--- src/rtl/utf8esc_pkg.sv ---
// ----------------------------------------------------------------------------
// utf8esc_pkg
// Job record, status codes and character helpers shared by the converter.
// ----------------------------------------------------------------------------
package utf8esc_pkg;

  // Status codes on the output channel
  localparam logic [2:0] ST_OK       = 3'd0;
  localparam logic [2:0] ST_BAD_LEAD = 3'd1;
  localparam logic [2:0] ST_BAD_CONT = 3'd2;
  localparam logic [2:0] ST_TRUNC    = 3'd3;
  localparam logic [2:0] ST_SURR     = 3'd4;
  localparam logic [2:0] ST_RANGE    = 3'd5;

  // Byte class limits
  localparam logic [7:0] LEAD2_MAX = 8'hDF;
  localparam logic [7:0] LEAD3_MAX = 8'hEF;
  localparam logic [7:0] LEAD4_MAX = 8'hF7;
  localparam logic [7:0] CONT_MAX  = 8'hBF;

  // Code point limits
  localparam logic [20:0] CP_ASCII_MAX = 21'h00007F;
  localparam logic [20:0] CP_BMP_MAX   = 21'h00FFFF;
  localparam logic [20:0] CP_SURR_LO   = 21'h00D800;
  localparam logic [20:0] CP_SURR_HI   = 21'h00DFFF;
  localparam logic [20:0] CP_MAX       = 21'h10FFFF;
  localparam logic [20:0] CP_SUPP_BASE = 21'h010000;
  localparam logic [15:0] HI_SURR_BASE = 16'hD800;
  localparam logic [15:0] LO_SURR_BASE = 16'hDC00;

  // Escape characters
  localparam logic [7:0] CH_BSLASH = 8'h5C;
  localparam logic [7:0] CH_U      = 8'h75;
  localparam logic [7:0] CH_ZERO   = 8'h30;
  localparam logic [7:0] CH_A_LOW  = 8'h61;

  // Escape layout: backslash, u, four hex digits
  localparam logic [2:0] ESC_LAST_POS = 3'd5;

  typedef enum logic [1:0] {
    JOB_CHAR,   // one literal character in hi[7:0]
    JOB_FLAG,   // one result with no character, status only
    JOB_ESC1,   // one escape of hi
    JOB_ESC2    // escape of hi, then escape of lo
  } job_kind_t;

  typedef struct packed {
    job_kind_t   kind;
    logic [15:0] hi;
    logic [15:0] lo;
    logic [2:0]  status;
    logic        eos;
  } job_t;

  function automatic logic [7:0] hex_char(input logic [3:0] nib);
    logic [7:0] ch;
    if (nib < 4'd10) begin
      ch = CH_ZERO + {4'd0, nib};
    end else begin
      ch = CH_A_LOW + {4'd0, nib} - 8'd10;
    end
    return ch;
  endfunction

endpackage

--- src/rtl/utf8esc_ifs.sv ---
// ----------------------------------------------------------------------------
// utf8esc channel interfaces
// Valid/ready channels for the UTF-8 byte stream and the ASCII output stream.
// ----------------------------------------------------------------------------
interface utf8esc_byte_if;
  logic       valid;
  logic       ready;
  logic [7:0] in_byte;
  logic       end_of_string;

  modport source (output valid, output in_byte, output end_of_string, input ready);
  modport sink   (input valid, input in_byte, input end_of_string, output ready);
endinterface

interface utf8esc_char_if;
  logic       valid;
  logic       ready;
  logic [7:0] out_char;
  logic       char_valid;
  logic [2:0] status;
  logic       last_of_run;
  logic       string_done;

  modport source (output valid, output out_char, output char_valid, output status,
                  output last_of_run, output string_done, input ready);
  modport sink   (input valid, input out_char, input char_valid, input status,
                  input last_of_run, input string_done, output ready);
endinterface

--- src/rtl/utf8esc_front.sv ---
// ----------------------------------------------------------------------------
// utf8esc_front
// Decodes UTF-8 bytes into code points, checks them and queues output jobs.
// ----------------------------------------------------------------------------
module utf8esc_front (
  input  logic                 clk,
  input  logic                 rst,
  utf8esc_byte_if.sink         byte_ch,
  input  logic                 q_full,
  output logic                 q_push,
  output utf8esc_pkg::job_t    q_job
);
  import utf8esc_pkg::*;

  logic [20:0] accum, accum_next;
  logic [1:0]  due, due_next;
  logic        skipping, skipping_next;

  logic        accept;
  logic        push;
  logic        done;
  logic        fail;
  logic [2:0]  fcode;
  logic [20:0] cp;
  logic [20:0] supp;
  logic [7:0]  b;
  logic        eos;
  job_t        job;

  assign b      = byte_ch.in_byte;
  assign eos    = byte_ch.end_of_string;
  assign byte_ch.ready = ~q_full;
  assign accept = byte_ch.valid & ~q_full;
  assign supp   = cp - CP_SUPP_BASE;

  always_comb begin
    accum_next    = accum;
    due_next      = due;
    skipping_next = skipping;
    push          = 1'b0;
    done          = 1'b0;
    fail          = 1'b0;
    fcode         = ST_OK;
    cp            = '0;
    job.kind      = JOB_FLAG;
    job.hi        = '0;
    job.lo        = '0;
    job.status    = ST_OK;
    job.eos       = eos;

    if (skipping) begin
      // dropping the rest of a failed string; only its end gets a result
      if (eos) begin
        push          = 1'b1;
        skipping_next = 1'b0;
        accum_next    = '0;
        due_next      = '0;
      end
    end else if (due == 2'd0) begin
      if (!b[7]) begin
        done = 1'b1;
        cp   = {13'd0, b};
      end else if (b <= CONT_MAX || b > LEAD4_MAX) begin
        fail  = 1'b1;
        fcode = ST_BAD_LEAD;
      end else begin
        if (b <= LEAD2_MAX) begin
          accum_next = {16'd0, b[4:0]};
          due_next   = 2'd1;
        end else if (b <= LEAD3_MAX) begin
          accum_next = {17'd0, b[3:0]};
          due_next   = 2'd2;
        end else begin
          accum_next = {18'd0, b[2:0]};
          due_next   = 2'd3;
        end
        fail  = eos;
        fcode = ST_TRUNC;
      end
    end else begin
      if (b[7:6] != 2'b10) begin
        fail  = 1'b1;
        fcode = ST_BAD_CONT;
      end else begin
        cp         = {accum[14:0], b[5:0]};
        accum_next = cp;
        due_next   = due - 2'd1;
        if (due == 2'd1) begin
          done = 1'b1;
        end else begin
          fail  = eos;
          fcode = ST_TRUNC;
        end
      end
    end

    if (fail) begin
      push          = 1'b1;
      job.status    = fcode;
      accum_next    = '0;
      due_next      = '0;
      skipping_next = ~eos;
    end

    if (done) begin
      push       = 1'b1;
      accum_next = '0;
      if (cp >= CP_SURR_LO && cp <= CP_SURR_HI) begin
        job.status    = ST_SURR;
        skipping_next = ~eos;
      end else if (cp > CP_MAX) begin
        job.status    = ST_RANGE;
        skipping_next = ~eos;
      end else if (cp <= CP_ASCII_MAX) begin
        job.kind = JOB_CHAR;
        job.hi   = {8'd0, cp[7:0]};
      end else if (cp <= CP_BMP_MAX) begin
        job.kind = JOB_ESC1;
        job.hi   = cp[15:0];
      end else begin
        job.kind = JOB_ESC2;
        job.hi   = HI_SURR_BASE + {6'd0, supp[19:10]};
        job.lo   = LO_SURR_BASE + {6'd0, supp[9:0]};
      end
    end
  end

  always_ff @(posedge clk) begin
    if (rst) begin
      accum    <= '0;
      due      <= '0;
      skipping <= 1'b0;
    end else if (accept) begin
      accum    <= accum_next;
      due      <= due_next;
      skipping <= skipping_next;
    end
  end

  assign q_push = accept & push;
  assign q_job  = job;

endmodule

--- src/rtl/utf8esc_fifo.sv ---
// ----------------------------------------------------------------------------
// utf8esc_fifo
// Small job queue between decoder and character sequencer.
// ----------------------------------------------------------------------------
module utf8esc_fifo #(
  parameter int DEPTH = 2
) (
  input  logic              clk,
  input  logic              rst,
  input  logic              push,
  input  utf8esc_pkg::job_t push_job,
  output logic              full,
  input  logic              pop,
  output logic              avail,
  output utf8esc_pkg::job_t pop_job
);
  import utf8esc_pkg::*;

  localparam int PW = (DEPTH > 1) ? $clog2(DEPTH) : 1;
  localparam int CW = $clog2(DEPTH + 1);
  localparam logic [PW-1:0] LAST_PTR = PW'(DEPTH - 1);
  localparam logic [CW-1:0] FULL_CNT = CW'(DEPTH);

  job_t          mem [DEPTH];
  logic [PW-1:0] wptr;
  logic [PW-1:0] rptr;
  logic [CW-1:0] count;

  assign full    = (count == FULL_CNT);
  assign avail   = (count != '0);
  assign pop_job = mem[rptr];

  always_ff @(posedge clk) begin
    if (push) begin
      mem[wptr] <= push_job;
    end
  end

  always_ff @(posedge clk) begin
    if (rst) begin
      wptr  <= '0;
      rptr  <= '0;
      count <= '0;
    end else begin
      if (push) begin
        wptr <= (wptr == LAST_PTR) ? '0 : wptr + 1'b1;
      end
      if (pop) begin
        rptr <= (rptr == LAST_PTR) ? '0 : rptr + 1'b1;
      end
      if (push && !pop) begin
        count <= count + 1'b1;
      end else if (pop && !push) begin
        count <= count - 1'b1;
      end
    end
  end

endmodule

--- src/rtl/utf8esc_back.sv ---
// ----------------------------------------------------------------------------
// utf8esc_back
// Expands queued jobs into ASCII characters, one per cycle while char_ch is
// not stalled, into an output register.
// ----------------------------------------------------------------------------
module utf8esc_back (
  input  logic              clk,
  input  logic              rst,
  input  logic              q_avail,
  input  utf8esc_pkg::job_t q_job,
  output logic              q_pop,
  utf8esc_char_if.source    char_ch
);
  import utf8esc_pkg::*;

  logic       busy;
  job_t       job;
  logic [2:0] pos;
  logic       half;

  logic       adv;
  logic       last;
  logic       take;
  logic [15:0] val;
  logic [7:0] ch;
  logic       ch_ok;

  logic       ov;
  logic [7:0] o_char;
  logic       o_cv;
  logic [2:0] o_status;
  logic       o_last;
  logic       o_done;

  assign adv = busy & (~ov | char_ch.ready);
  assign val = half ? job.lo : job.hi;

  always_comb begin
    last  = 1'b1;
    ch    = 8'd0;
    ch_ok = 1'b1;
    case (pos)
      3'd0:    ch = CH_BSLASH;
      3'd1:    ch = CH_U;
      3'd2:    ch = hex_char(val[15:12]);
      3'd3:    ch = hex_char(val[11:8]);
      3'd4:    ch = hex_char(val[7:4]);
      default: ch = hex_char(val[3:0]);
    endcase
    case (job.kind)
      JOB_CHAR: begin
        ch = job.hi[7:0];
      end
      JOB_FLAG: begin
        ch    = 8'd0;
        ch_ok = 1'b0;
      end
      JOB_ESC1: begin
        last = (pos == ESC_LAST_POS);
      end
      default: begin
        last = (pos == ESC_LAST_POS) & half;
      end
    endcase
  end

  assign take  = q_avail & (~busy | (adv & last));
  assign q_pop = take;

  always_ff @(posedge clk) begin
    if (take) begin
      job <= q_job;
    end
  end

  always_ff @(posedge clk) begin
    if (rst) begin
      busy <= 1'b0;
      pos  <= '0;
      half <= 1'b0;
    end else if (take) begin
      busy <= 1'b1;
      pos  <= '0;
      half <= 1'b0;
    end else if (adv) begin
      if (last) begin
        busy <= 1'b0;
      end else if (pos == ESC_LAST_POS) begin
        pos  <= '0;
        half <= 1'b1;
      end else begin
        pos <= pos + 3'd1;
      end
    end
  end

  // output register
  always_ff @(posedge clk) begin
    if (rst) begin
      ov <= 1'b0;
    end else if (adv) begin
      ov <= 1'b1;
    end else if (char_ch.ready) begin
      ov <= 1'b0;
    end
  end

  always_ff @(posedge clk) begin
    if (adv) begin
      o_char   <= ch;
      o_cv     <= ch_ok;
      o_status <= job.status;
      o_last   <= last;
      o_done   <= last & job.eos;
    end
  end

  assign char_ch.valid       = ov;
  assign char_ch.out_char    = o_char;
  assign char_ch.char_valid  = o_cv;
  assign char_ch.status      = o_status;
  assign char_ch.last_of_run = o_last;
  assign char_ch.string_done = o_done;

endmodule

--- src/rtl/utf8_to_utf16_escape.sv ---
// ----------------------------------------------------------------------------
// utf8_to_utf16_escape
// UTF-8 byte stream to ASCII text with UTF-16 backslash-u escapes.
// ----------------------------------------------------------------------------
// Takes one UTF-8 byte per request on byte_ch, the last byte of a string
// marked with end_of_string, and produces ASCII characters on char_ch. A code
// point up to 0x7F goes out as itself, one up to 0xFFFF as a six-character
// escape (backslash, u, four lowercase hex digits), a higher one as two such
// escapes for its surrogate pair. Overlong forms are accepted. A bad lead
// byte, bad continuation byte, truncated sequence, surrogate or value above
// 0x10FFFF gives one result with char_valid low and the error in status; the
// rest of that string is then dropped, and its marked last byte closes it
// with a status-0, no-character result. Characters are streamed as decoded,
// so a consumer must discard any string that carries a nonzero status.
// Throughput: a byte is taken in every cycle while the job queue has room;
// each byte yields 0, 1, 6 or 12 results and the output sequencer sends one
// result per cycle while char_ch is not stalled, so the sustained rate is
// bounded by that sequencer. A decoded job passes through the job queue,
// the sequencer's job register and the output register to reach char_ch.
// ----------------------------------------------------------------------------
module utf8_to_utf16_escape #(
  parameter int QUEUE_DEPTH = 2   // job queue entries, 2 or more
) (
  input  logic           clk,
  input  logic           rst,
  utf8esc_byte_if.sink   byte_ch,
  utf8esc_char_if.source char_ch
);
  import utf8esc_pkg::*;

  // front to queue
  logic q_push;
  logic q_full;
  job_t push_job;

  // queue to back
  logic q_pop;
  logic q_avail;
  job_t pop_job;

  // Front: decodes each byte, tracks the accumulator, continuation count
  // and skip state, and turns a finished code point or an error into a job.
  utf8esc_front u_front (
    .clk     (clk),
    .rst     (rst),
    .byte_ch (byte_ch),
    .q_full  (q_full),
    .q_push  (q_push),
    .q_job   (push_job)
  );

  // Queue: decouples decode from the multi-cycle character expansion.
  utf8esc_fifo #(
    .DEPTH (QUEUE_DEPTH)
  ) u_fifo (
    .clk      (clk),
    .rst      (rst),
    .push     (q_push),
    .push_job (push_job),
    .full     (q_full),
    .pop      (q_pop),
    .avail    (q_avail),
    .pop_job  (pop_job)
  );

  // Back: walks each job one character per cycle, while char_ch is not stalled, into the output register.
  utf8esc_back u_back (
    .clk     (clk),
    .rst     (rst),
    .q_avail (q_avail),
    .q_job   (pop_job),
    .q_pop   (q_pop),
    .char_ch (char_ch)
  );

endmodule
--- src/flat_wrapper.sv ---
// flat-port wrapper written by rule: the top's interface ports become plain ports
module utf8_to_utf16_escape_flat import utf8esc_pkg::*;
#(
  parameter int QUEUE_DEPTH = 2                                  
)
  (clk, rst, byte_ch_valid, byte_ch_in_byte, byte_ch_end_of_string, byte_ch_ready, char_ch_valid, char_ch_out_char, char_ch_char_valid, char_ch_status, char_ch_last_of_run, char_ch_string_done, char_ch_ready);
  utf8esc_byte_if byte_ch_i ();
  utf8esc_char_if char_ch_i ();
  input  logic clk;
  input  logic rst;
  input wire logic [$bits(byte_ch_i.valid)-1:0] byte_ch_valid;
  input wire logic [$bits(byte_ch_i.in_byte)-1:0] byte_ch_in_byte;
  input wire logic [$bits(byte_ch_i.end_of_string)-1:0] byte_ch_end_of_string;
  output wire logic [$bits(byte_ch_i.ready)-1:0] byte_ch_ready;
  output wire logic [$bits(char_ch_i.valid)-1:0] char_ch_valid;
  output wire logic [$bits(char_ch_i.out_char)-1:0] char_ch_out_char;
  output wire logic [$bits(char_ch_i.char_valid)-1:0] char_ch_char_valid;
  output wire logic [$bits(char_ch_i.status)-1:0] char_ch_status;
  output wire logic [$bits(char_ch_i.last_of_run)-1:0] char_ch_last_of_run;
  output wire logic [$bits(char_ch_i.string_done)-1:0] char_ch_string_done;
  input wire logic [$bits(char_ch_i.ready)-1:0] char_ch_ready;
  assign byte_ch_i.valid = byte_ch_valid;
  assign byte_ch_i.in_byte = byte_ch_in_byte;
  assign byte_ch_i.end_of_string = byte_ch_end_of_string;
  assign byte_ch_ready = byte_ch_i.ready;
  assign char_ch_valid = char_ch_i.valid;
  assign char_ch_out_char = char_ch_i.out_char;
  assign char_ch_char_valid = char_ch_i.char_valid;
  assign char_ch_status = char_ch_i.status;
  assign char_ch_last_of_run = char_ch_i.last_of_run;
  assign char_ch_string_done = char_ch_i.string_done;
  assign char_ch_i.ready = char_ch_ready;
  utf8_to_utf16_escape #(.QUEUE_DEPTH(QUEUE_DEPTH)) u_core (.clk(clk), .rst(rst), .byte_ch(byte_ch_i), .char_ch(char_ch_i));
endmodule
--- config.mk ---
export PLATFORM = sky130hd
export DESIGN_NAME = utf8_to_utf16_escape_flat
export DESIGN_NICKNAME = d
export VERILOG_FILES = /design/src/rtl/utf8esc_pkg.sv /design/src/rtl/utf8esc_ifs.sv /design/src/rtl/utf8esc_front.sv /design/src/rtl/utf8esc_fifo.sv /design/src/rtl/utf8esc_back.sv /design/src/rtl/utf8_to_utf16_escape.sv /design/src/flat_wrapper.sv
export SDC_FILE = /design/constraint.sdc
export NUM_CORES = 1
export LEC_CHECK = 0
export BUFFER_PORTS_ARGS = -buffer_cell sky130_fd_sc_hd__buf_2
export CAP_MARGIN = 20
export CORE_UTILIZATION = 58
export CTS_BUF_LIST = sky130_fd_sc_hd__clkbuf_8
export DETAILED_ROUTE_END_ITERATION = 8
export PLACE_DENSITY = 0.87
export SYNTH_ARGS = -nofsm -noshare
export SYNTH_HDL_FRONTEND = slang
export SYNTH_SLANG_ARGS = --single-unit
--- constraint.sdc ---
create_clock -name clk -period 3.35 [get_ports clk]
set_clock_uncertainty 0.15 [all_clocks]
set_input_delay 0 -clock clk [delete_from_list [all_inputs] [get_ports clk]]
set_output_delay 0 -clock clk [all_outputs]
set_load 0.01 [all_outputs]
==> After elaboration in Yosys (flattened, before gate mapping) <==
Memories as Yosys holds them, arrays and structs flattened. A register that Yosys moved wholly into a read port is not among the register bits.
Index checks and enable logic that the tools add are counted.
{ "op_classes": {"n_eq_ne": 18, "reduce_logical": 21, "add_sub_neg": 21, "n_bitwise": 14, "mux": 81, "n_lt_le_gt_ge": 13} }
{ "op_table": {"columns": ["op", "count"], "rows": [
  ["$mux W15", 8],
  ["$mux W34", 2],
  ["$mux W21", 3],
  ["$mux W16", 3],
  ["$le A21 B16 Y1 const B", 2],
  ["$pmux W8 S5", 1],
  ["$mux W37", 1],
  ["$add A15 B11 Y16 const A", 2],
  ["$add A7 B4 Y8 const A", 4],
  ["$mux W1", 32],
  ["$mux W8", 4],
  ["$sub A8 B4 Y8 const B", 4],
  ["$add A6 B4 Y7 const A", 4],
  ["$mux W2", 14],
  ["$le A8 B8 Y1 const B", 3],
  ["$ge A21 B16 Y1 const B", 1],
  ["$gt A21 B21 Y1 const B", 1],
  ["$le A21 B7 Y1 const B", 1],
  ["$sub A20 B17 Y20 const B", 1],
  ["$mux W18", 1],
  ["$mux W3", 6],
  ["$mux W17", 1],
  ["$lt A4 B4 Y1 const B", 4],
  ["$pmux W8 S2", 1],
  ["other kinds (32)", 64]
]} }
{ "word_totals": {"mem_count": 1, "register_bits": 42, "input_bits": 13, "output_inout_bits": 16, "mem_bits_rw": 76} }
{ "mem_list": {"columns": ["memory", "words", "width", "rd", "rd_ports_with_merged_regs", "wr", "line", "rtl"], "rows": [
  ["u_core.u_fifo.mem", 2, 38, 1, 1, 1, "utf8esc_fifo.sv:24", "job_t mem [DEPTH];"]
]} }

==> Longest topological paths before layout <==
Gate-level depths: netlist (run 1).
{ "logic_depth": {"ltp_word": 13, "mapped_depth": 13, "depth_no_buf": 9} }

==> By module <==
A second synthesis (run 1) with hierarchy kept.
{ "unflattened": {"hier_cells": 603, "hier_area_um2": 7528.5} }
{ "by_module_without_submodules": {"columns": ["mod", "seq_area_each_um2", "n_inst", "cells_per_inst", "area_each_um2"], "rows": [
  ["utf8esc_fifo", 2382.3, 1, 140, 2955.3],
  ["utf8esc_back", 1681.6, 1, 227, 2860.2],
  ["utf8esc_front", 360.3, 1, 236, 1712.9]
]} }

==> Worst setup path before layout (run 1) <==
No wires, ideal clock.
{ "synth_timing": {"kind": "reg2reg", "startpoint": "register u_core.u_front.due[0]", "endpoint": "memory u_core.u_fifo.mem[0][0] (netlist name) (enable)", "stages_incl_launch_ff": 6, "period_less_slack_ps": 3379, "path_slack_ps": -29, "arrival_time_ps": 2802, "n_path_buf": 0, "setup_ps": 427, "required_time_ps": 2773, "path_cell_list": "dfxtp_1 -> or2_2 -> a311o_1 -> nand4b_1 -> o21a_1 -> nor2b_1"} }
{ "synth_between": {"elab_chain_len": 10, "elab_cells_between_ends": 15, "cone_classes": "eq/ne: 1; mux: 12; bitwise: 1; reduce/logical: 1"} }
{ "synth_lines": {"columns": ["element", "line", "rtl"], "rows": [
  ["from (decl)", "utf8esc_front.sv:16", "logic [1:0] due, due_next;"],
  ["from (signal assigned)", "utf8esc_front.sv:135", "due <= due_next;"],
  ["$eq A2 B1 Y1", "utf8esc_front.sv:88", "if (due == 2'd1) begin"],
  ["$mux W1", "utf8esc_front.sv:88", null],
  ["$mux W1", "utf8esc_front.sv:81", "if (b[7:6] != 2'b10) begin"],
  ["$mux W1", "utf8esc_front.sv:59", "end else if (due == 2'd0) begin"],
  ["$mux W1", "utf8esc_front.sv:51", "if (skipping) begin"],
  ["$mux W1", "utf8esc_front.sv:97", "if (fail) begin"],
  ["$mux W1 (*)", "utf8esc_front.sv:105", "if (done) begin"],
  ["$and A1 B1 Y1 (*)", "utf8esc_front.sv:140", "assign q_push = accept & push;"],
  ["named net u_core.q_push", "utf8_to_utf16_escape.sv:32", "logic q_push;"],
  ["$mux W1 (*)", "utf8esc_fifo.sv:34", "if (push) begin"],
  ["$mux W1 (implied by the code) (*)", "utf8esc_fifo.sv:35", "mem[wptr] <= push_job;"],
  ["to (decl)", "utf8esc_fifo.sv:24", null]
]} }
Mark *: on every way through the listed nets, which the timed path passes. The rest lies on a longest branch.

==> results of run 1 <==
sequential cells by signal, indices dropped and copies added (netlist names):
| name | flops |
|---|---|
| u_core.u_back.char_ch.out_char | 8 |
| u_core.u_back.char_ch.last_of_run | 1 |
| u_core.u_back.char_ch.string_done | 1 |
| u_core.u_fifo.rptr | 1 |
| u_core.u_back.half | 1 |
| u_core.u_fifo.mem | 66 |
| u_core.u_fifo.count | 2 |
| u_core.u_back.pos | 3 |
| u_core.u_front.due | 2 |
| u_core.u_back.busy | 1 |
| u_core.u_fifo.wptr | 1 |
| u_core.u_front.skipping | 1 |
| u_core.u_back.char_ch.status | 3 |
| u_core.u_back.job | 33 |
| u_core.u_back.char_ch.char_valid | 1 |
| u_core.u_back.char_ch.valid | 1 |
| u_core.u_front.accum | 15 |
metrics by stage:
stage	instance area (um2)	setup slack [ns]	power [W]
global route	7480	0.0705	0.00552
CTS	7470	0.0808	0.00525
detailed placement	6960	0.328	0.00402
finish	7480	0.277	0.00524
floorplan	6670	0.569	0.00362
global placement	6960	0.533	0.00396
cells by family after synthesis:
| group | count (synthesis) |
|---|---|
| buffers and inverters | 45 |
| AO/OA/AOI/OAI | 113 |
| AND/OR/NAND/NOR | 196 |
| flip-flops | 141 |
| XOR/XNOR | 11 |
| adder cells (fa/ha/maj) | 7 |
| multiplexers | 50 |
report_power, final:
| group | total [W] | internal [W] | switching [W] |
|---|---|---|---|
| combinational | 0.00134 | 0.000537 | 0.000806 |
| sequential | 0.00268 | 0.00246 | 0.000228 |
| clock | 0.00121 | 0.000591 | 0.000618 |
synthesized netlist by cell type, drive strengths merged (12+ instances only):
master  instances  area (um2)
inv            15        56.3
nor3           12        60.1
clkbuf         22        82.6
mux2           35         394
dfxtp          28         561
nor2           48         180
o21ai          14        70.1
nand3          23         120
a21oi          41         205
nand2          47         176
edfxtp        113        3390
a22o           12         105
mux2i          15         150
path summary, 6_finish.rpt:
| path | startpoint | endpoint | slack [ns] | cells after the start |
|---|---|---|---|---|
| setup reg to reg | u_core.u_front.due[0]$_SDFFE_PP0P_ | u_core.u_fifo.mem[1][33]$_DFFE_PP_ | 0.30 | 10 |
| hold reg to reg | u_core.u_back.job[1]$_DFFE_PP_ | u_core.u_back.char_ch.status[0]$_DFFE_PP_ | 0.28 | 0 |
| setup / recovery | byte_ch_in_byte[6] | u_core.u_fifo.mem[1][33]$_DFFE_PP_ | 0.28 | 11 |
| hold / removal | byte_ch_in_byte[1] | u_core.u_front.accum[1]$_SDFFE_PP0P_ | 0.26 | 3 |
area by class of cell:
type	count	area [um2]	area share
clock buffers	18	248	0.0331
clock inverters	14	106	0.0142
repair buffers	61	425	0.0569
inverters	15	56.3	0.00753
well taps	140	175	0.0234
flip-flops and latches	141	3950	0.529
multi-input cells	377	2510	0.336
routing by layer:
layer	vias up	global-route usage	part of all wire
met5	-	0	0
met1	2201	0.311	0.41
li1	2230	-	-
met4	0	0.100	0.028
met2	186	0.442	0.50
met3	39	0.0586	0.056
repair_timing:
item | 4_1_cts | 5_1_grt
setup buffers | 0 | 0
hold buffers | 16 | 0
hold endpoints to repair | 49 | 0
worst register-to-register path: cells and delay by family, from the launching register on:
kind,cells,cell delay [ns]
and+or+nand+nor,7,1.63
DFF,1,0.32
adders and majority gates,1,0.28
buffers and inverters,1,0.23
AOI/OAI and AO/OA,1,0.19
==> metrics.txt, run 1 <==
# TYPE chip_impl_metric gauge
chip_impl_metric{name="detailedRoute.firstPassIterationCount",unit=""} 5
chip_impl_metric{name="worst_pin_slew",unit="ns"} 0.995
chip_impl_metric{name="final-setup-viol-count",unit=""} 0
chip_impl_metric{name="detailedRoute.firstIterationViolations",unit=""} 259
chip_impl_info{name="synth_top_family_by_area",value="simple AND/OR/NAND/NOR gates"} 1
chip_impl_metric{name="ys_seq_elements",unit=""} 141
chip_impl_metric{name="clkTransAtPathRegs",unit="ns"} 0.07
chip_impl_metric{name="synthXorXnorAreaFrac",unit=""} 0.0144
chip_impl_metric{name="route.vias.total",unit=""} 4656
chip_impl_metric{name="seq_area_frac_synth",unit=""} 0.593
chip_impl_metric{name="detailed_route_wire_length_per_cell",unit="um"} 18.4
chip_impl_metric{name="synth_enable_flop_cells",unit=""} 113
chip_impl_metric{name="route.detailed.vias_per_inst",unit=""} 6.08
chip_impl_metric{name="design.core.area",unit="um2"} 11000
chip_impl_metric{name="globalRouteTotalUtil",unit=""} 0.256
chip_impl_metric{name="tritoncts.num_buffers",unit=""} 17
chip_impl_metric{name="floorplan.initialDensity",unit=""} 0.605
chip_impl_metric{name="net_count_after_synthesis",unit=""} 583
chip_impl_metric{name="dieHeight",unit="um"} 109
chip_impl_info{name="critPathTopFamily",value="simple AND/OR/NAND/NOR gates"} 1
chip_impl_metric{name="worst-endpoint-arrival",unit="ns"} 3.12
chip_impl_metric{name="synth_fa_ha_area_frac",unit=""} 0.0131
chip_impl_metric{name="synthCells",unit=""} 563
chip_impl_metric{name="floorplan.die_area",unit="um2"} 11900
chip_impl_info{name="start_kind",value="primary input"} 1
chip_impl_metric{name="critical-path-max-stage-delay",unit="ns"} 0.53
chip_impl_metric{name="post_route_utilization",unit=""} 0.678
chip_impl_metric{name="yosys-mux-area-fraction",unit=""} 0.0816
chip_impl_metric{name="cell_area_after_technology_mapping",unit="um2"} 6670
chip_impl_metric{name="initial_antenna_violation_count",unit=""} 0
chip_impl_metric{name="drv.max_cap_violation_count",unit=""} 0
chip_impl_metric{name="timing.final.max_slew_violations",unit=""} 0
chip_impl_metric{name="ant_nets",unit=""} 0
chip_impl_info{name="rsz0062_at_grt",value="no"} 1
chip_impl_metric{name="final_net_count",unit=""} 633
chip_impl_metric{name="floorplan.die.width",unit="um"} 109
chip_impl_metric{name="peak_freq",unit="MHz"} 325
chip_impl_metric{name="timing.critical_path.fanout_max",unit=""} 28
chip_impl_metric{name="gp_congestion",unit=""} 0.908
chip_impl_metric{name="synth_cell_types",unit=""} 62
chip_impl_metric{name="routed_wirelength",unit="um"} 14100
chip_impl_info{name="mostFrequentLayoutCells",value="sky130_fd_sc_hd__edfxtp_1, sky130_fd_sc_hd__nor2_1, sky130_fd_sc_hd__nand2_1, sky130_fd_sc_hd__a21oi_1, sky130_fd_sc_hd__mux2_2"} 1
chip_impl_metric{name="cp_data_required_time",unit="ns"} 3.40
chip_impl_info{name="crit_path_cell_chain",value="dlygate4sd3_1, buf_2, nand2b_4, nor3_1, nand2_1, ha_1, a2111oi_0, a211oi_1, or3_1, buf_4, nor4_1"} 1
chip_impl_info{name="crit_path_top_delay_cell",value="sky130_fd_sc_hd__dlygate4sd3_1"} 1
chip_impl_info{name="layout_commonest_cell",value="sky130_fd_sc_hd__edfxtp_1"} 1
chip_impl_metric{name="worst_path_bufs_invs",unit=""} 3
chip_impl_metric{name="area_growth_synth_to_finish",unit="%"} 12.1
chip_impl_metric{name="final.period_utilization",unit=""} 0.917
chip_impl_info{name="worstSetupPathType",value="in -> reg"} 1
chip_impl_metric{name="ir_drop",unit="uV"} 447
chip_impl_metric{name="drt_drc_violations_left",unit=""} 0
chip_impl_metric{name="row_count",unit=""} 38
chip_impl_metric{name="power.static_leakage",unit="nW"} 2.62
chip_impl_metric{name="ios",unit=""} 29
chip_impl_info{name="cts_root_buf",value="sky130_fd_sc_hd__clkbuf_8"} 1
chip_impl_metric{name="proportion_of_layout_cells_with_a_drive_suffix_above_1",unit=""} 0.195
chip_impl_metric{name="clockBufferDepth",unit=""} 2
chip_impl_metric{name="setup-tns-final",unit="ns"} 0
chip_impl_metric{name="place_hpwl",unit="um"} 9870
chip_impl_metric{name="layout_min_cycle_time",unit="ns"} 3.07
chip_impl_info{name="critical_path.endpoint_type",value="flip-flop"} 1
chip_impl_metric{name="power.density",unit="nW/um2"} 700
chip_impl_metric{name="synthesis.area_per_instance",unit="um2"} 11.8
chip_impl_info{name="cts_tree",value="done"} 1
chip_impl_metric{name="insertion_delay",unit="ns"} 0.43
chip_impl_metric{name="hold_slack",unit="ns"} 0.264
chip_impl_metric{name="synth_simple_gate_area_frac",unit=""} 0.150
chip_impl_metric{name="clock_tree.htree_level_count",unit=""} 4
chip_impl_metric{name="compound_gate_portion_of_the_synthesized_area",unit=""} 0.117
chip_impl_info{name="outcome",value="completed"} 1
chip_impl_info{name="synth_flop_cell",value="sky130_fd_sc_hd__edfxtp_1"} 1
chip_impl_metric{name="grt_start_max_net_pins",unit=""} 35
chip_impl_metric{name="stdcell_count",unit=""} 766
chip_impl_info{name="hold_path.class",value="in -> reg"} 1
chip_impl_metric{name="grt_first_pass_wirelength",unit="um"} 22600
chip_impl_metric{name="numPlacedInstances",unit=""} 717
chip_impl_metric{name="async_set_or_reset_flop_fraction_in_the_synthesized_netlist",unit=""} 0
chip_impl_metric{name="grt.overflow.total",unit=""} 0
chip_impl_metric{name="clock_sinks",unit=""} 141
chip_impl_metric{name="synth.yosys.warnings",unit=""} 0
chip_impl_metric{name="place.port_buffers",unit=""} 28
chip_impl_metric{name="final.fill_count",unit=""} 788
chip_impl_metric{name="maxSlewHeadroom",unit=""} 0.334
chip_impl_metric{name="cts_resized",unit=""} 0
chip_impl_metric{name="hold_viol_final",unit=""} 0
chip_impl_metric{name="antenna-diode-count",unit=""} 0
chip_impl_metric{name="first_global_vias",unit=""} 4511
Power figures use the tool's default switching activity.
==> inputs of run 2 (changes only) <==
--- a/config.mk
+++ b/config.mk
@@ -7,10 +7,10 @@
 export LEC_CHECK = 0
 export BUFFER_PORTS_ARGS = -buffer_cell sky130_fd_sc_hd__buf_2
 export CAP_MARGIN = 20
-export CORE_UTILIZATION = 58
+export CORE_UTILIZATION = 60
 export CTS_BUF_LIST = sky130_fd_sc_hd__clkbuf_8
 export DETAILED_ROUTE_END_ITERATION = 8
-export PLACE_DENSITY = 0.87
+export PLACE_DENSITY = 0.86
 export SYNTH_ARGS = -nofsm -noshare
 export SYNTH_HDL_FRONTEND = slang
 export SYNTH_SLANG_ARGS = --single-unit
==> constraint.sdc (replaced) <==
create_clock -name clk -period 3.7 [get_ports clk]
set_clock_uncertainty 0.15 [all_clocks]
set_input_delay 0 -clock clk [delete_from_list [all_inputs] [get_ports clk]]
set_output_delay 0 -clock clk [all_outputs]
set_load 0.01 [all_outputs]
==> metrics.txt, run 2 (synthesis results as in run 1) <==
# TYPE chip_impl_metric gauge
chip_impl_metric{name="p_total",unit="W"} 0.00494
chip_impl_metric{name="layout_setup_ws",unit="ns"} 0.347
chip_impl_metric{name="initial_antenna_violation_count",unit=""} 0
chip_impl_info{name="cts_tree",value="done"} 1
chip_impl_info{name="reg2reg_from",value="u_core.u_front.skipping$_SDFFE_PP0P_"} 1
chip_impl_metric{name="clockBufferDepth",unit=""} 2
chip_impl_info{name="hold_path_startpoint",value="byte_ch_in_byte[0]"} 1
chip_impl_metric{name="worst-r2r-setup-slack",unit="ns"} 0.35
chip_impl_info{name="critPathTopFamily",value="simple AND/OR/NAND/NOR gates"} 1
chip_impl_metric{name="worst_path_bufs_invs",unit=""} 1
chip_impl_metric{name="peak_freq",unit="MHz"} 298
chip_impl_metric{name="row_count",unit=""} 38
chip_impl_info{name="outcome",value="completed"} 1
chip_impl_metric{name="final.period_utilization",unit=""} 0.906
chip_impl_metric{name="final_net_count",unit=""} 629
chip_impl_metric{name="route.vias.total",unit=""} 4655
chip_impl_metric{name="maxSlewHeadroom",unit=""} 0.348
chip_impl_info{name="crit_path_cell_chain",value="nor3_1, nand2_1, ha_1, nand4_1, nor4_1, a211oi_1, or3_1, buf_4, nor4_1"} 1
chip_impl_metric{name="cts_resized",unit=""} 0
chip_impl_metric{name="critical-path-max-stage-delay",unit="ns"} 0.68
chip_impl_metric{name="detailedRoute.firstIterationViolations",unit=""} 382
chip_impl_metric{name="detailedRoute.firstPassIterationCount",unit=""} 5
chip_impl_info{name="rsz0062_at_grt",value="no"} 1
chip_impl_metric{name="routed_wirelength",unit="um"} 14200
chip_impl_metric{name="proportion_of_layout_cells_with_a_drive_suffix_above_1",unit=""} 0.191
chip_impl_metric{name="flip_flop_count_of_the_largest_register_after_layout",unit=""} 66
chip_impl_metric{name="tritoncts.num_buffers",unit=""} 17
chip_impl_info{name="crit_path_top_delay_cell",value="sky130_fd_sc_hd__dfxtp_1"} 1
chip_impl_metric{name="stdcell_count",unit=""} 762
chip_impl_metric{name="power.static_leakage",unit="nW"} 2.63
chip_impl_info{name="layout_commonest_cell",value="sky130_fd_sc_hd__edfxtp_1"} 1
chip_impl_metric{name="clock_tree.htree_level_count",unit=""} 4
chip_impl_metric{name="numPlacedInstances",unit=""} 713
chip_impl_metric{name="floorplan.initialDensity",unit=""} 0.615
chip_impl_info{name="hold_path.class",value="in -> reg"} 1
chip_impl_info{name="hold_end",value="u_core.u_front.accum[0]$_SDFFE_PP0P_"} 1
chip_impl_info{name="largestRegisters",value="u_core.u_fifo.mem: 66 flops, u_core.u_back.job: 33 flops, u_core.u_front.accum: 15 flops"} 1
chip_impl_metric{name="route.detailed.vias_per_inst",unit=""} 6.11
chip_impl_metric{name="layout_min_cycle_time",unit="ns"} 3.35
chip_impl_info{name="regToRegEndpoint",value="u_core.u_fifo.mem[0][30]$_DFFE_PP_"} 1
chip_impl_metric{name="place.port_buffers",unit=""} 28
chip_impl_metric{name="hold_viol_final",unit=""} 0
chip_impl_metric{name="gp_congestion",unit=""} 0.893
chip_impl_metric{name="grt_first_pass_wirelength",unit="um"} 22800
chip_impl_metric{name="drv.max_cap_violation_count",unit=""} 0
chip_impl_metric{name="floorplan.die_area",unit="um2"} 11500
chip_impl_metric{name="worst_pin_slew",unit="ns"} 0.974
chip_impl_metric{name="drt_drc_violations_left",unit=""} 0
chip_impl_metric{name="clock_sinks",unit=""} 141
chip_impl_metric{name="ir_drop",unit="uV"} 447
chip_impl_metric{name="final-setup-viol-count",unit=""} 0
chip_impl_metric{name="worst-endpoint-arrival",unit="ns"} 3.42
chip_impl_metric{name="ant_nets",unit=""} 0
chip_impl_info{name="mostFrequentLayoutCells",value="sky130_fd_sc_hd__edfxtp_1, sky130_fd_sc_hd__nor2_1, sky130_fd_sc_hd__nand2_1, sky130_fd_sc_hd__a21oi_1, sky130_fd_sc_hd__mux2_2"} 1
chip_impl_info{name="worstSetupPathType",value="reg -> reg"} 1
chip_impl_metric{name="first_global_vias",unit=""} 4565
chip_impl_metric{name="grt_start_max_net_pins",unit=""} 35
chip_impl_metric{name="setup-tns-final",unit="ns"} 0
chip_impl_metric{name="design.core.area",unit="um2"} 10800
chip_impl_metric{name="grt.overflow.total",unit=""} 0
chip_impl_info{name="critical_path.most_common_cell",value="sky130_fd_sc_hd__nor4_1"} 1
chip_impl_metric{name="ff2ff_path_depth",unit=""} 9
chip_impl_metric{name="timing.final.max_slew_violations",unit=""} 0
chip_impl_metric{name="timing.critical_path.fanout_max",unit=""} 28
chip_impl_metric{name="place_hpwl",unit="um"} 9530
chip_impl_info{name="start_kind",value="flip-flop"} 1
chip_impl_metric{name="hold-path-cell-count",unit=""} 3
chip_impl_metric{name="floorplan.die.width",unit="um"} 107
chip_impl_metric{name="pre_cts_ws",unit="ns"} 0.462
chip_impl_metric{name="power.density",unit="nW/um2"} 656
chip_impl_metric{name="dieHeight",unit="um"} 107
chip_impl_info{name="regMostFlops",value="u_core.u_fifo.mem"} 1
chip_impl_info{name="cts_root_buf",value="sky130_fd_sc_hd__clkbuf_8"} 1
chip_impl_metric{name="area_growth_synth_to_finish",unit="%"} 12.8
chip_impl_metric{name="clkTransAtPathRegs",unit="ns"} 0.08
chip_impl_metric{name="antenna-diode-count",unit=""} 0
chip_impl_metric{name="globalRouteTotalUtil",unit=""} 0.266
chip_impl_metric{name="cp_data_required_time",unit="ns"} 3.77
chip_impl_metric{name="ios",unit=""} 29
chip_impl_metric{name="detailed_route_wire_length_per_cell",unit="um"} 18.7
chip_impl_metric{name="insertion_delay",unit="ns"} 0.44
chip_impl_info{name="critical_path.endpoint_type",value="flip-flop"} 1
run 2: worst reg2reg max path, stage by stage (launching register included):
cell	delay [ns]
sky130_fd_sc_hd__dfxtp_1	0.68
sky130_fd_sc_hd__nor3_1	0.19
sky130_fd_sc_hd__nand2_1	0.13
sky130_fd_sc_hd__ha_1	0.29
sky130_fd_sc_hd__nand4_1	0.12
sky130_fd_sc_hd__nor4_1	0.38
sky130_fd_sc_hd__a211oi_1	0.21
sky130_fd_sc_hd__or3_1	0.37
sky130_fd_sc_hd__buf_4	0.23
sky130_fd_sc_hd__nor4_1	0.37
run 2: layer usage:
metal / GRT usage / part of all wire
met5: 0 / 0
met3: 0.0617 / 0.061
met4: 0.102 / 0.020
met1: 0.322 / 0.41
met2: 0.461 / 0.51
run 2: how the worst max path moves through the flow:
stage,endpoint,depth (start not counted),slack (ns),startpoint
final,u_core.u_fifo.mem[0][30]$_DFFE_PP_,9,0.35,u_core.u_front.skipping$_SDFFE_PP0P_
after global routing,u_core.u_fifo.mem[1][30]$_DFFE_PP_,9,0.008,u_core.u_front.due[0]$_SDFFE_PP0P_
after CTS,u_core.u_fifo.mem[0][30]$_DFFE_PP_,9,0.40,u_core.u_front.skipping$_SDFFE_PP0P_
after detailed placement,u_core.u_fifo.mem[0][30]$_DFFE_PP_,9,0.46,u_core.u_front.skipping$_SDFFE_PP0P_
after global placement,u_core.u_fifo.mem[0][33]$_DFFE_PP_,9,0.55,u_core.u_front.skipping$_SDFFE_PP0P_
after floorplan,u_core.u_fifo.mem[0][0]$_DFFE_PP_,5,0.32,u_core.u_front.due[0]$_SDFFE_PP0P_
run 2: where the power goes:
part	total [W]	internal (W)	switching (W)	leakage, nW
Combinational	0.00121	0.000481	0.000732	1.11
Sequential	0.00243	0.00222	0.000205	1.30
Clock	0.00130	0.000707	0.000590	0.219
run 2: timing repair:
item,CTS,global route
hold endpoints to repair,48,0
buffers inserted,0,0
hold buffers,17,0
run 2: final cells by class:
cell class / instances / area, um2
Inverter: 15 / 56.3
Fill cell: 737 / 3320
Clock buffer: 19 / 262
Clock inverter: 13 / 163
Timing Repair Buffer: 57 / 400
Sequential cell: 141 / 3950
Tap cell: 140 / 175
Multi-Input combinational cell: 377 / 2510
run 2: through the flow:
stage                     instance area, um2  hold WS, ns  utilization
after floorplan                         6670      -0.0511            -
after global placement                  6930        0.143        0.639
after detailed placement                6930        0.143        0.639
after CTS                               7520        0.200        0.694
after global routing                    7520        0.225        0.694
final                                   7520        0.229        0.694
==> inputs of run 3 (changes only) <==
--- a/config.mk
+++ b/config.mk
@@ -10,7 +10,9 @@
 export CORE_UTILIZATION = 60
 export CTS_BUF_LIST = sky130_fd_sc_hd__clkbuf_8
 export DETAILED_ROUTE_END_ITERATION = 8
+export HOLD_SLACK_MARGIN = 0.1
 export PLACE_DENSITY = 0.86
+export RECOVER_POWER = 50
 export SYNTH_ARGS = -nofsm -noshare
 export SYNTH_HDL_FRONTEND = slang
 export SYNTH_SLANG_ARGS = --single-unit
==> metrics.txt, run 3 (synthesis results as in run 1) <==
# TYPE chip_impl_metric gauge
chip_impl_metric{name="route.vias.total",unit=""} 4701
chip_impl_metric{name="drv.max_cap_violation_count",unit=""} 1
chip_impl_metric{name="first_global_vias",unit=""} 4566
chip_impl_metric{name="antenna-diode-count",unit=""} 0
chip_impl_metric{name="power.static_leakage",unit="nW"} 2.58
chip_impl_metric{name="post_route_utilization",unit=""} 0.691
chip_impl_metric{name="grt.overflow.total",unit=""} 0
chip_impl_metric{name="numPlacedInstances",unit=""} 713
chip_impl_metric{name="power.switching_fraction",unit=""} 0.312
chip_impl_metric{name="hold_slack",unit="ns"} 0.230
chip_impl_metric{name="p_int",unit="W"} 0.00339
chip_impl_metric{name="globalRouteTotalUtil",unit=""} 0.267
chip_impl_metric{name="floorplan.initialDensity",unit=""} 0.615
chip_impl_metric{name="hold_viol_final",unit=""} 0
chip_impl_info{name="critical_path.endpoint_type",value="flip-flop"} 1
chip_impl_metric{name="clock_tree.htree_level_count",unit=""} 4
chip_impl_metric{name="drt_drc_violations_left",unit=""} 0
chip_impl_info{name="failed_checks",value="capacitance limit, slew limit"} 1
chip_impl_metric{name="clock_share_of_power",unit=""} 0.264
chip_impl_metric{name="multi_input_comb_area",unit="um2"} 2510
chip_impl_metric{name="clockBufferDepth",unit=""} 2
chip_impl_info{name="layout_commonest_cell",value="sky130_fd_sc_hd__edfxtp_1"} 1
chip_impl_metric{name="setup-tns-final",unit="ns"} 0
chip_impl_metric{name="dieHeight",unit="um"} 107
chip_impl_info{name="regToRegEndpoint",value="u_core.u_fifo.mem[0][30]$_DFFE_PP_"} 1
chip_impl_metric{name="setup_fix_buffers_added_after_clock_tree_synthesis",unit=""} 0
chip_impl_metric{name="final.fill_count",unit=""} 749
chip_impl_metric{name="flip_flop_count_of_the_largest_register_after_layout",unit=""} 66
chip_impl_info{name="worstSetupPathType",value="reg -> reg"} 1
chip_impl_metric{name="clock_sinks",unit=""} 141
chip_impl_metric{name="worst-endpoint-arrival",unit="ns"} 3.43
chip_impl_info{name="cts_tree",value="done"} 1
chip_impl_metric{name="worst_pin_slew",unit="ns"} 1.90
chip_impl_info{name="largestRegisters",value="u_core.u_fifo.mem: 66 flops, u_core.u_back.job: 33 flops, u_core.u_front.accum: 15 flops"} 1
chip_impl_info{name="outcome",value="complete, but fails checks"} 1
chip_impl_metric{name="detailed_route_wire_length_per_cell",unit="um"} 18.8
chip_impl_metric{name="detailedRoute.firstPassIterationCount",unit=""} 5
chip_impl_info{name="rsz0062_at_grt",value="no"} 1
chip_impl_metric{name="cp_data_required_time",unit="ns"} 3.77
chip_impl_metric{name="floorplan.die_area",unit="um2"} 11500
chip_impl_metric{name="power.density",unit="nW/um2"} 657
chip_impl_metric{name="final-setup-viol-count",unit=""} 0
chip_impl_metric{name="route.detailed.vias_per_inst",unit=""} 6.16
chip_impl_metric{name="final_net_count",unit=""} 630
chip_impl_metric{name="timing.critical_path.fanout_max",unit=""} 28
chip_impl_metric{name="timing.final.max_slew_violations",unit=""} 35
chip_impl_metric{name="place_hpwl",unit="um"} 9530
chip_impl_metric{name="proportion_of_layout_cells_with_a_drive_suffix_above_1",unit=""} 0.141
chip_impl_info{name="worstSetupEndpoint",value="u_core.u_fifo.mem[0][30]$_DFFE_PP_"} 1
chip_impl_metric{name="power.share.combinational",unit=""} 0.242
chip_impl_metric{name="place.port_buffers",unit=""} 28
chip_impl_info{name="mostFrequentLayoutCells",value="sky130_fd_sc_hd__edfxtp_1, sky130_fd_sc_hd__nor2_1, sky130_fd_sc_hd__nand2_1, sky130_fd_sc_hd__a21oi_1, sky130_fd_sc_hd__dfxtp_1"} 1
chip_impl_metric{name="row_count",unit=""} 38
chip_impl_metric{name="peak_freq",unit="MHz"} 298
chip_impl_metric{name="ff2ff_path_depth",unit=""} 9
chip_impl_metric{name="p_seq_frac",unit=""} 0.494
chip_impl_metric{name="placed_area",unit="um2"} 6930
chip_impl_metric{name="floorplan.die.width",unit="um"} 107
chip_impl_metric{name="grt_first_pass_wirelength",unit="um"} 22800
chip_impl_metric{name="regArea",unit="um2"} 3950
chip_impl_metric{name="ir_drop",unit="uV"} 440
chip_impl_metric{name="initial_antenna_violation_count",unit=""} 0
chip_impl_metric{name="final.period_utilization",unit=""} 0.907
chip_impl_metric{name="worst-r2r-setup-slack",unit="ns"} 0.35
chip_impl_info{name="regMostFlops",value="u_core.u_fifo.mem"} 1
chip_impl_metric{name="post_route_design_area",unit="um2"} 7490
chip_impl_metric{name="clkTransAtPathRegs",unit="ns"} 0.08
chip_impl_metric{name="design.core.area",unit="um2"} 10800
chip_impl_metric{name="area_growth_synth_to_finish",unit="%"} 12.4
chip_impl_metric{name="gp_congestion",unit=""} 0.893
chip_impl_metric{name="maxSlewHeadroom",unit=""} -0.268
chip_impl_info{name="reg2reg_from",value="u_core.u_front.skipping$_SDFFE_PP0P_"} 1
chip_impl_metric{name="ios",unit=""} 29
chip_impl_info{name="start_kind",value="flip-flop"} 1
chip_impl_metric{name="routed_wirelength",unit="um"} 14400
chip_impl_metric{name="ant_nets",unit=""} 0
chip_impl_metric{name="cts_resized",unit=""} 0
chip_impl_info{name="timing.critical_path.from",value="u_core.u_front.skipping$_SDFFE_PP0P_"} 1
chip_impl_metric{name="grt_start_max_net_pins",unit=""} 35
chip_impl_info{name="cts_root_buf",value="sky130_fd_sc_hd__clkbuf_8"} 1
chip_impl_metric{name="p_sw",unit="W"} 0.00154
chip_impl_metric{name="tritoncts.num_buffers",unit=""} 17
chip_impl_metric{name="detailedRoute.firstIterationViolations",unit=""} 332
chip_impl_metric{name="insertion_delay",unit="ns"} 0.44
chip_impl_metric{name="layout_min_cycle_time",unit="ns"} 3.35
chip_impl_info{name="hold_path.class",value="in -> reg"} 1
chip_impl_metric{name="stdcell_count",unit=""} 763
run 3: changes by cell type in the layout (fill, tap and decap cells not counted):
cell	delta
sky130_fd_sc_hd__and2_0	+2
sky130_fd_sc_hd__mux2_1	+10
sky130_fd_sc_hd__nor2b_1	+1
sky130_fd_sc_hd__buf_2	-17
sky130_fd_sc_hd__clkbuf_2	+2
sky130_fd_sc_hd__clkbuf_1	+20
sky130_fd_sc_hd__dlygate4sd3_1	+1
sky130_fd_sc_hd__nor2b_2	-1
sky130_fd_sc_hd__mux2_2	-10
sky130_fd_sc_hd__and2_1	-2
sky130_fd_sc_hd__buf_4	-5
run 3: worst min path at each step:
stage          depth (start not counted)                   from  slack [ns]                                    to
2_1_floorplan                          0  byte_ch_end_of_string       -0.05     u_core.u_fifo.mem[0][0]$_DFFE_PP_
3_3_place_gp                           1  byte_ch_end_of_string        0.14     u_core.u_fifo.mem[0][0]$_DFFE_PP_
3_5_place_dp                           2     byte_ch_in_byte[1]        0.14  u_core.u_front.accum[1]$_SDFFE_PP0P_
4_1_cts                                3     byte_ch_in_byte[1]        0.20  u_core.u_front.accum[1]$_SDFFE_PP0P_
5_1_grt                                3     byte_ch_in_byte[0]        0.22  u_core.u_front.accum[0]$_SDFFE_PP0P_
6_report                               3     byte_ch_in_byte[2]        0.23  u_core.u_front.accum[2]$_SDFFE_PP0P_
run 3: power groups by stage:
stage	logic, W	registers, W	clock network [W]
finish	0.00119	0.00243	0.00130
global route	0.00131	0.00247	0.00139
CTS	0.00121	0.00242	0.00132
detailed placement	0.00117	0.00246	0
global placement	0.00113	0.00243	0
floorplan	0.000873	0.00240	0
run 3: layout make-up:
cell class	count	share of cell area
Inverter	15	0.00751
Clock inverter	13	0.0217
Tap cell	140	0.0234
Multi-Input combinational cell	377	0.335
Clock buffer	19	0.0349
Sequential cell	141	0.528
Timing Repair Buffer	58	0.0498
run 3: critical path, stage by stage (launching register included):
cell and delay [ns]:
sky130_fd_sc_hd__dfxtp_1 0.69, sky130_fd_sc_hd__nor3_1 0.19, sky130_fd_sc_hd__nand2_1 0.13, sky130_fd_sc_hd__ha_1 0.29, sky130_fd_sc_hd__nand4_1 0.12, sky130_fd_sc_hd__nor4_1 0.38
sky130_fd_sc_hd__a211oi_1 0.21, sky130_fd_sc_hd__or3_1 0.37, sky130_fd_sc_hd__buf_4 0.23, sky130_fd_sc_hd__nor4_1 0.36
run 3: per-layer routing:
metal / up-vias / track usage / share of wire
met5: - / 0 / 0
met4: 0 / 0.102 / 0.020
met3: 28 / 0.0617 / 0.051
met2: 159 / 0.463 / 0.51
met1: 2287 / 0.323 / 0.42
li1: 2227 / - / -
run 3: metrics by stage:
stage | setup slack [ns] | power, W
after global placement | 0.549 | 0.00355
after detailed placement | 0.462 | 0.00362
after floorplan | 0.321 | 0.00328
final | 0.345 | 0.00492
after CTS | 0.402 | 0.00495
after global routing | 0.00784 | 0.00516
run 3: repair_timing:
| item | 4_1_cts | 5_1_grt |
|---|---|---|
| endpoints found under the hold margin | 51 | 0 |
| hold buffers | 18 | 0 |
| setup endpoints to repair | 0 | 0 |
